[src/bst_pkg.sv]
`default_nettype none

package bst_pkg;

   // Token kinds as they appear on the result channel.
   localparam logic [3:0] KIND_ID     = 4'd0;
   localparam logic [3:0] KIND_INT    = 4'd1;
   localparam logic [3:0] KIND_HYPHEN = 4'd2;
   localparam logic [3:0] KIND_ARROW  = 4'd3;
   localparam logic [3:0] KIND_EQUALS = 4'd4;
   localparam logic [3:0] KIND_LPAREN = 4'd5;
   localparam logic [3:0] KIND_RPAREN = 4'd6;
   localparam logic [3:0] KIND_LBRACE = 4'd7;
   localparam logic [3:0] KIND_RBRACE = 4'd8;
   localparam logic [3:0] KIND_COLON  = 4'd9;
   localparam logic [3:0] KIND_COMMA  = 4'd10;
   localparam logic [3:0] KIND_LT     = 4'd11;
   localparam logic [3:0] KIND_GT     = 4'd12;
   localparam logic [3:0] KIND_SEMI   = 4'd13;
   localparam logic [3:0] KIND_EOF    = 4'd14;
   localparam logic [3:0] KIND_ERROR  = 4'd15;

   localparam logic [7:0] CHAR_NUL    = 8'h00;
   localparam logic [7:0] CHAR_TAB    = 8'h09;
   localparam logic [7:0] CHAR_LF     = 8'h0A;
   localparam logic [7:0] CHAR_CR     = 8'h0D;
   localparam logic [7:0] CHAR_SPACE  = 8'h20;
   localparam logic [7:0] CHAR_LPAREN = 8'h28;
   localparam logic [7:0] CHAR_RPAREN = 8'h29;
   localparam logic [7:0] CHAR_COMMA  = 8'h2C;
   localparam logic [7:0] CHAR_HYPHEN = 8'h2D;
   localparam logic [7:0] CHAR_COLON  = 8'h3A;
   localparam logic [7:0] CHAR_SEMI   = 8'h3B;
   localparam logic [7:0] CHAR_LT     = 8'h3C;
   localparam logic [7:0] CHAR_EQUALS = 8'h3D;
   localparam logic [7:0] CHAR_GT     = 8'h3E;
   localparam logic [7:0] CHAR_LBRACK = 8'h5B;
   localparam logic [7:0] CHAR_RBRACK = 8'h5D;
   localparam logic [7:0] CHAR_LBRACE = 8'h7B;
   localparam logic [7:0] CHAR_RBRACE = 8'h7D;

   localparam int QUEUE_DEPTH = 4;

   typedef struct packed {
      logic [3:0] kind;
      logic [7:0] text_byte;
      logic       token_end;
      logic       last;
   } result_type;

   function automatic logic is_letter(input logic [7:0] b);
      return (b >= 8'h41 && b <= 8'h5A) || (b >= 8'h61 && b <= 8'h7A);
   endfunction

   function automatic logic is_digit(input logic [7:0] b);
      return b >= 8'h30 && b <= 8'h39;
   endfunction

endpackage

`default_nettype wire

[src/byte_stream_tokenizer_core.sv]
`default_nettype none

// Byte stream tokenizer. One source byte is taken per item and turned into tokens, one result
// per character, the last character of each token flagged by rsp_token_end. Letter and digit
// runs and a hyphen are held back one byte, so a token's final character comes out when the
// byte after it arrives; a zero byte flushes it and gives end-of-file. The decode runs in the
// accepting cycle and its results are written into a small result queue. While rsp_ready is
// high, the queue drains one result per cycle and a byte that causes at most one result is
// taken every cycle, while a byte that causes two (an arrow, or a flushed token followed by
// another result) takes two queue entries. req_ready is high while the queue has room for two
// results. After an unknown byte the block reports an error and then takes and discards every
// byte until reset.
module byte_stream_tokenizer_core #(
   parameter int QueueDepth = bst_pkg::QUEUE_DEPTH
) (
   input  wire logic       clock,
   input  wire logic       reset,
   input  wire logic       req_valid,
   output logic            req_ready,
   input  wire logic [7:0] req_in_byte,
   output logic            rsp_valid,
   input  wire logic       rsp_ready,
   output logic [3:0]      rsp_kind,
   output logic [7:0]      rsp_text_byte,
   output logic            rsp_token_end,
   output logic            rsp_last
);
   import bst_pkg::*;

   localparam int PtrWidth = $clog2(QueueDepth);
   localparam int CntWidth = $clog2(QueueDepth + 1);

   typedef enum logic [2:0] {
      MODE_IDLE,
      MODE_ID,
      MODE_INT,
      MODE_HYPHEN,
      MODE_DEAD
   } mode_type;

   mode_type             mode_ff, mode_in;
   logic [7:0]           held_ff, held_in;
   result_type           queue_ff [QueueDepth];
   logic [PtrWidth-1:0]  wr_ptr_ff, wr_ptr_in, rd_ptr_ff, rd_ptr_in;
   logic [CntWidth-1:0]  count_ff, count_in;

   logic                 accept, pop;
   logic [1:0]           n_res;
   result_type           res0, res1;

   assign accept = req_valid && req_ready;
   assign pop    = rsp_valid && rsp_ready;

   always_comb begin
      logic [7:0] b;
      logic       done;
      logic       cont;
      logic [3:0] run_kind;
      logic       sec_valid;
      result_type sec;
      b         = req_in_byte;
      done      = 1'b0;
      cont      = 1'b0;
      run_kind  = KIND_ID;
      sec_valid = 1'b0;
      sec       = '0;
      n_res     = 2'd0;
      res0      = '0;
      res1      = '0;
      mode_in   = mode_ff;
      held_in   = held_ff;

      // First part: settle whatever is held from the previous byte.
      unique case (mode_ff)
         MODE_ID, MODE_INT: begin
            cont     = (mode_ff == MODE_ID) ? is_letter(b) : is_digit(b);
            run_kind = (mode_ff == MODE_ID) ? KIND_ID : KIND_INT;
            res0     = '{kind: run_kind, text_byte: held_ff, token_end: !cont, last: 1'b0};
            n_res    = 2'd1;
            if (cont) begin
               held_in = b;
               done    = 1'b1;
            end else begin
               mode_in = MODE_IDLE;
               held_in = CHAR_NUL;
            end
         end
         MODE_HYPHEN: begin
            if (b == CHAR_GT) begin
               res0  = '{kind: KIND_ARROW, text_byte: CHAR_HYPHEN, token_end: 1'b0, last: 1'b0};
               res1  = '{kind: KIND_ARROW, text_byte: CHAR_GT, token_end: 1'b1, last: 1'b0};
               n_res = 2'd2;
               done  = 1'b1;
            end else begin
               res0  = '{kind: KIND_HYPHEN, text_byte: CHAR_HYPHEN, token_end: 1'b1,
                         last: 1'b0};
               n_res = 2'd1;
            end
            mode_in = MODE_IDLE;
            held_in = CHAR_NUL;
         end
         MODE_DEAD: begin
            done = 1'b1;
         end
         default: begin
         end
      endcase

      // Second part: the new byte itself.
      if (!done) begin
         sec_valid = 1'b1;
         sec       = '{kind: KIND_ERROR, text_byte: b, token_end: 1'b1, last: 1'b0};
         case (b) inside
            CHAR_NUL: begin
               sec     = '{kind: KIND_EOF, text_byte: CHAR_NUL, token_end: 1'b1, last: 1'b0};
               mode_in = MODE_IDLE;
               held_in = CHAR_NUL;
            end
            CHAR_CR, CHAR_LF, CHAR_SPACE, CHAR_TAB: sec_valid = 1'b0;
            CHAR_HYPHEN: begin
               sec_valid = 1'b0;
               mode_in   = MODE_HYPHEN;
               held_in   = b;
            end
            CHAR_EQUALS:              sec.kind = KIND_EQUALS;
            CHAR_LPAREN:              sec.kind = KIND_LPAREN;
            CHAR_RPAREN:              sec.kind = KIND_RPAREN;
            CHAR_LBRACE, CHAR_LBRACK: sec.kind = KIND_LBRACE;
            CHAR_RBRACE, CHAR_RBRACK: sec.kind = KIND_RBRACE;
            CHAR_COLON:               sec.kind = KIND_COLON;
            CHAR_COMMA:               sec.kind = KIND_COMMA;
            CHAR_LT:                  sec.kind = KIND_LT;
            CHAR_GT:                  sec.kind = KIND_GT;
            CHAR_SEMI:                sec.kind = KIND_SEMI;
            default: begin
               if (is_letter(b)) begin
                  sec_valid = 1'b0;
                  mode_in   = MODE_ID;
                  held_in   = b;
               end else if (is_digit(b)) begin
                  sec_valid = 1'b0;
                  mode_in   = MODE_INT;
                  held_in   = b;
               end else begin
                  mode_in = MODE_DEAD;
                  held_in = CHAR_NUL;
               end
            end
         endcase
         if (sec_valid) begin
            if (n_res == 2'd0) begin
               res0 = sec;
            end else begin
               res1 = sec;
            end
            n_res = n_res + 2'd1;
         end
      end

      // The final result caused by this byte carries the last flag.
      if (n_res == 2'd1) begin
         res0.last = 1'b1;
      end
      if (n_res == 2'd2) begin
         res1.last = 1'b1;
      end
   end

   always_comb begin
      wr_ptr_in = wr_ptr_ff;
      rd_ptr_in = rd_ptr_ff;
      count_in  = count_ff;
      if (accept) begin
         wr_ptr_in = wr_ptr_ff + PtrWidth'(n_res);
         count_in  = count_in + CntWidth'(n_res);
      end
      if (pop) begin
         rd_ptr_in = rd_ptr_ff + PtrWidth'(1);
         count_in  = count_in - CntWidth'(1);
      end
   end

   assign req_ready     = count_ff <= CntWidth'(QueueDepth - 2);
   assign rsp_valid     = count_ff != '0;
   assign rsp_kind      = queue_ff[rd_ptr_ff].kind;
   assign rsp_text_byte = queue_ff[rd_ptr_ff].text_byte;
   assign rsp_token_end = queue_ff[rd_ptr_ff].token_end;
   assign rsp_last      = queue_ff[rd_ptr_ff].last;

   always_ff @(posedge clock) begin
      if (reset) begin
         mode_ff   <= MODE_IDLE;
         held_ff   <= CHAR_NUL;
         wr_ptr_ff <= '0;
         rd_ptr_ff <= '0;
         count_ff  <= '0;
      end else begin
         if (accept) begin
            mode_ff <= mode_in;
            held_ff <= held_in;
         end
         wr_ptr_ff <= wr_ptr_in;
         rd_ptr_ff <= rd_ptr_in;
         count_ff  <= count_in;
      end
   end

   always_ff @(posedge clock) begin
      if (accept && n_res != 2'd0) begin
         queue_ff[wr_ptr_ff] <= res0;
      end
      if (accept && n_res == 2'd2) begin
         queue_ff[wr_ptr_ff + PtrWidth'(1)] <= res1;
      end
   end

   a_queue_bound: assert property (@(posedge clock) disable iff (reset)
      count_ff <= CntWidth'(QueueDepth))
      else $error("result queue holds more items than it has entries");

   a_dead_sticks: assert property (@(posedge clock) disable iff (reset)
      mode_ff == MODE_DEAD |=> mode_ff == MODE_DEAD)
      else $error("tokenizer left the error state without reset");

   a_dead_silent: assert property (@(posedge clock) disable iff (reset)
      (accept && mode_ff == MODE_DEAD) |-> n_res == 2'd0)
      else $error("result produced after an error");

   a_hyphen_held: assert property (@(posedge clock) disable iff (reset)
      mode_ff == MODE_HYPHEN |-> held_ff == CHAR_HYPHEN)
      else $error("hyphen mode without a held hyphen");

endmodule

`default_nettype wire
[config.mk]
export PLATFORM = sky130hd
export DESIGN_NAME = byte_stream_tokenizer_core
export DESIGN_NICKNAME = d
export VERILOG_FILES = /design/src/bst_pkg.sv /design/src/byte_stream_tokenizer_core.sv
export SDC_FILE = /design/constraint.sdc
export NUM_CORES = 1
export LEC_CHECK = 0
export BUFFER_PORTS_ARGS = -buffer_cell sky130_fd_sc_hd__buf_4
export CAP_MARGIN = 10
export CORE_UTILIZATION = 52
export DETAILED_ROUTE_END_ITERATION = 10
export HOLD_SLACK_MARGIN = 0.12
export PLACE_DENSITY_LB_ADDON = 0.08
export RECOVER_POWER = 25
export SETUP_SLACK_MARGIN = 0.05
export SKIP_CTS_REPAIR_TIMING = 1
export SKIP_LAST_GASP = 1
export SYNTH_ARGS = -nofsm -noshare
export SYNTH_HDL_FRONTEND = slang
export SYNTH_SLANG_ARGS = --single-unit
[constraint.sdc]
create_clock -name clock -period 3.8 [get_ports clock]
set_input_delay 0.76 -clock clock [delete_from_list [all_inputs] [get_ports clock]]
set_output_delay 0.76 -clock clock [all_outputs]
set_load 0.01 [all_outputs]
==> metrics.cfg <==
[clock_network]
clock_latency_ps=360
cts_tree=built
cts_made_buffers=9
htreeDepth=3
clkSlewWorstSetupHoldPaths_ps=90
cts_max_path_buffers=2
ctsRootBufferMaster=clkbuf_8
clock_sinks=76

[die]
chipHeight_um=98.1
placement_rows=34
core_area_um2=8850
die_w_um=98.1
dieArea_um2=9630
ios=28
initial_core_util_pct=54.3

[layout]
diodes=0
nets=530
fillers=795
drive_gt1_share_pct=15.1
area_growth_pct=11.2
final_cells=625
postLayoutCellArea_um2=5350
utilization_pct=60.4

[yosys]
yosys_warnings=0
ys.flop_type=edfxtp_1
netlist_top_cells_area=edfxtp_1 (35%), dfxtp_1 (8.3%), mux4_2 (6.6%)
synth_edf_count=56
yosysMostFrequentCell=nand2_1
syn_area_um2=4810
synthArstFlopShare_pct=0
ys_types=70
ys_seq_area_share_pct=43.3
synth-seq-cells=76
ys_top_cells_by_count=nand2_1 (75), edfxtp_1 (56), nor2_1 (38)
syn_nets=500
synth_top_cell_area_share_pct=35.0
syn_area_per_cell_um2=9.97
syn_inst=482
yosys.area.top_type=edfxtp_1

[drt]
wl_per_cell_um=19.5
ant_nets=0
vias=4053
drtIter0Drc=302
vias_per_cell=6.48
routed_wl_mm=12.2
dr.pass1.iters=7
drc=0

[critical_path]
slowest_delay_ps=640
cp_max_fo=6
r2r_cells=8
cp_cell_sequence=buf_4 > or4_1 > o221ai_4 > nand2_4 > nor3_1 > xnor2_1 > ha_1 > fa_1 > mux2i_1 > ha_1 > nand2_1 > xnor2_1 > nor2_1
cpMaxStageDelayCell=or4_1
cp-end-kind=flip-flop
required_ps=4050
critPathKind=input port to flip-flop
critPathLaunchType=input port
crit_arrival_ps=3730

[place]
post_dp_cell_area_um2=5210
portBuffers=27
hpwl_mm=8.80
gp_congestion=0.911
dp_slack_ps=183
placed_cells=609

[pwr]
power.density_nw_per_um2=564
vdd_ir_drop_max_v=0.000318
total_power_mw=3.02
p_leak_nw=1.95

[global_route]
grt_max_degree=20
antenna_found_initial=0
grt_pass1_vias=3859
gr-usage-all-layers_pct=26.3
overflow=0
grt_pass1_wl_mm=19.7

[flow_run]
cap_violations=0

[hold_path]
hold_path_depth=1
hp-class=flip-flop to flip-flop

[sta]
fin_crit_ps=3480
hold_viol=0
setup_viol_count_final=0
maxSlewHeadroom_pct=35.0
hold_slack_ps=498
grt_setup_unrepaired=no
timing.fmax_ghz=0.287
worst_pin_slew_ps=963
fin_ws_ps=319
drv_slew=0
finalSetupTns_ps=0
finClkSkew_ps=18.5
finalCritPeriodShare_pct=91.6

[outcome]
status=finished, final reports clean

-- path summary, 6_finish.rpt --
kind | start | endpoint | slack (ps)
worst min register to register | held_ff[7] | held_ff[7] | 500
worst min-delay path | held_ff[7] | held_ff[7] | 500
worst max register to register | mode_ff[0] | queue_ff[2][6] | 400
worst max-delay path | req_in_byte[1] | count_ff[2] | 320
-- worst max-delay path: cells and delay by family --
| family | cells | cell delay [ps] |
|---|---|---|
| and+or+nand+nor | 5 | 1190 |
| xor gates and xnor gates | 2 | 390 |
| buffers and inverters | 1 | 130 |
| adders and majority gates | 3 | 800 |
| muxes | 1 | 200 |
| AOI/OAI and AO/OA | 1 | 250 |
-- report_power, final --
group          leakage [nW]  internal (mW)  total [mW]  switching [mW]
Sequential            0.677           1.09        1.19          0.0934
Combinational          1.16          0.473        1.12           0.648
Clock                 0.112          0.379       0.710           0.331
Total                  1.95           1.94        3.02            1.07
-- metal layers --
metal / vias to the layer above / global-route usage (%) / share of wire [%]
met5: - / 0 / 0
met4: 0 / 11.8 / 2.3
met3: 29 / 4.65 / 7.7
met2: 199 / 41.7 / 46
li1: 1912 / - / -
met1: 1913 / 35.4 / 44
-- cells in the final DEF, fill, tap and decap left out, types with 6 or more instances in the layout --
cell / n
clkbuf_8: 9
edfxtp_1: 56
nor3_1: 7
inv_1: 6
a21oi_1: 27
nand2_1: 75
o21ai_0: 15
nor2b_1: 7
mux2i_1: 18
buf_4: 36
clkbuf_1: 20
nand3_1: 11
dfxtp_1: 20
mux4_2: 14
nor2_1: 38
and3_1: 9
o211ai_1: 26
a31oi_1: 6
-- cell families after synthesis --
| group | count (synthesis) | synth area share [%] |
|---|---|---|
| AO/OA/AOI/OAI | 127 | 19.3 |
| XOR/XNOR | 9 | 2.11 |
| adder cells (fa/ha/maj) | 6 | 1.72 |
| buffers and inverters | 43 | 3.85 |
| flip-flops | 76 | 43.3 |
| multiplexers | 32 | 10.3 |
| AND/OR/NAND/NOR | 189 | 19.4 |
-- final cells by class --
type	count	area, um^2	share of cell area, %
clock buffers	10	128	2.39
clock inverters	6	95.1	1.78
inverters	7	26.3	0.492
multi-input cells	363	2540	47.5
flip-flops and latches	76	2080	39.0
well taps	108	135	2.53
repair buffers	55	342	6.39
-- sequential cells by signal (all words and copies together), names as in the netlist, named ones only --
name and count:
wr_ptr_ff 2, held_ff 8, count_ff 3, rd_ptr_ff 2
mode_ff 3, queue_ff 56
(Power assumes the default switching activity.)
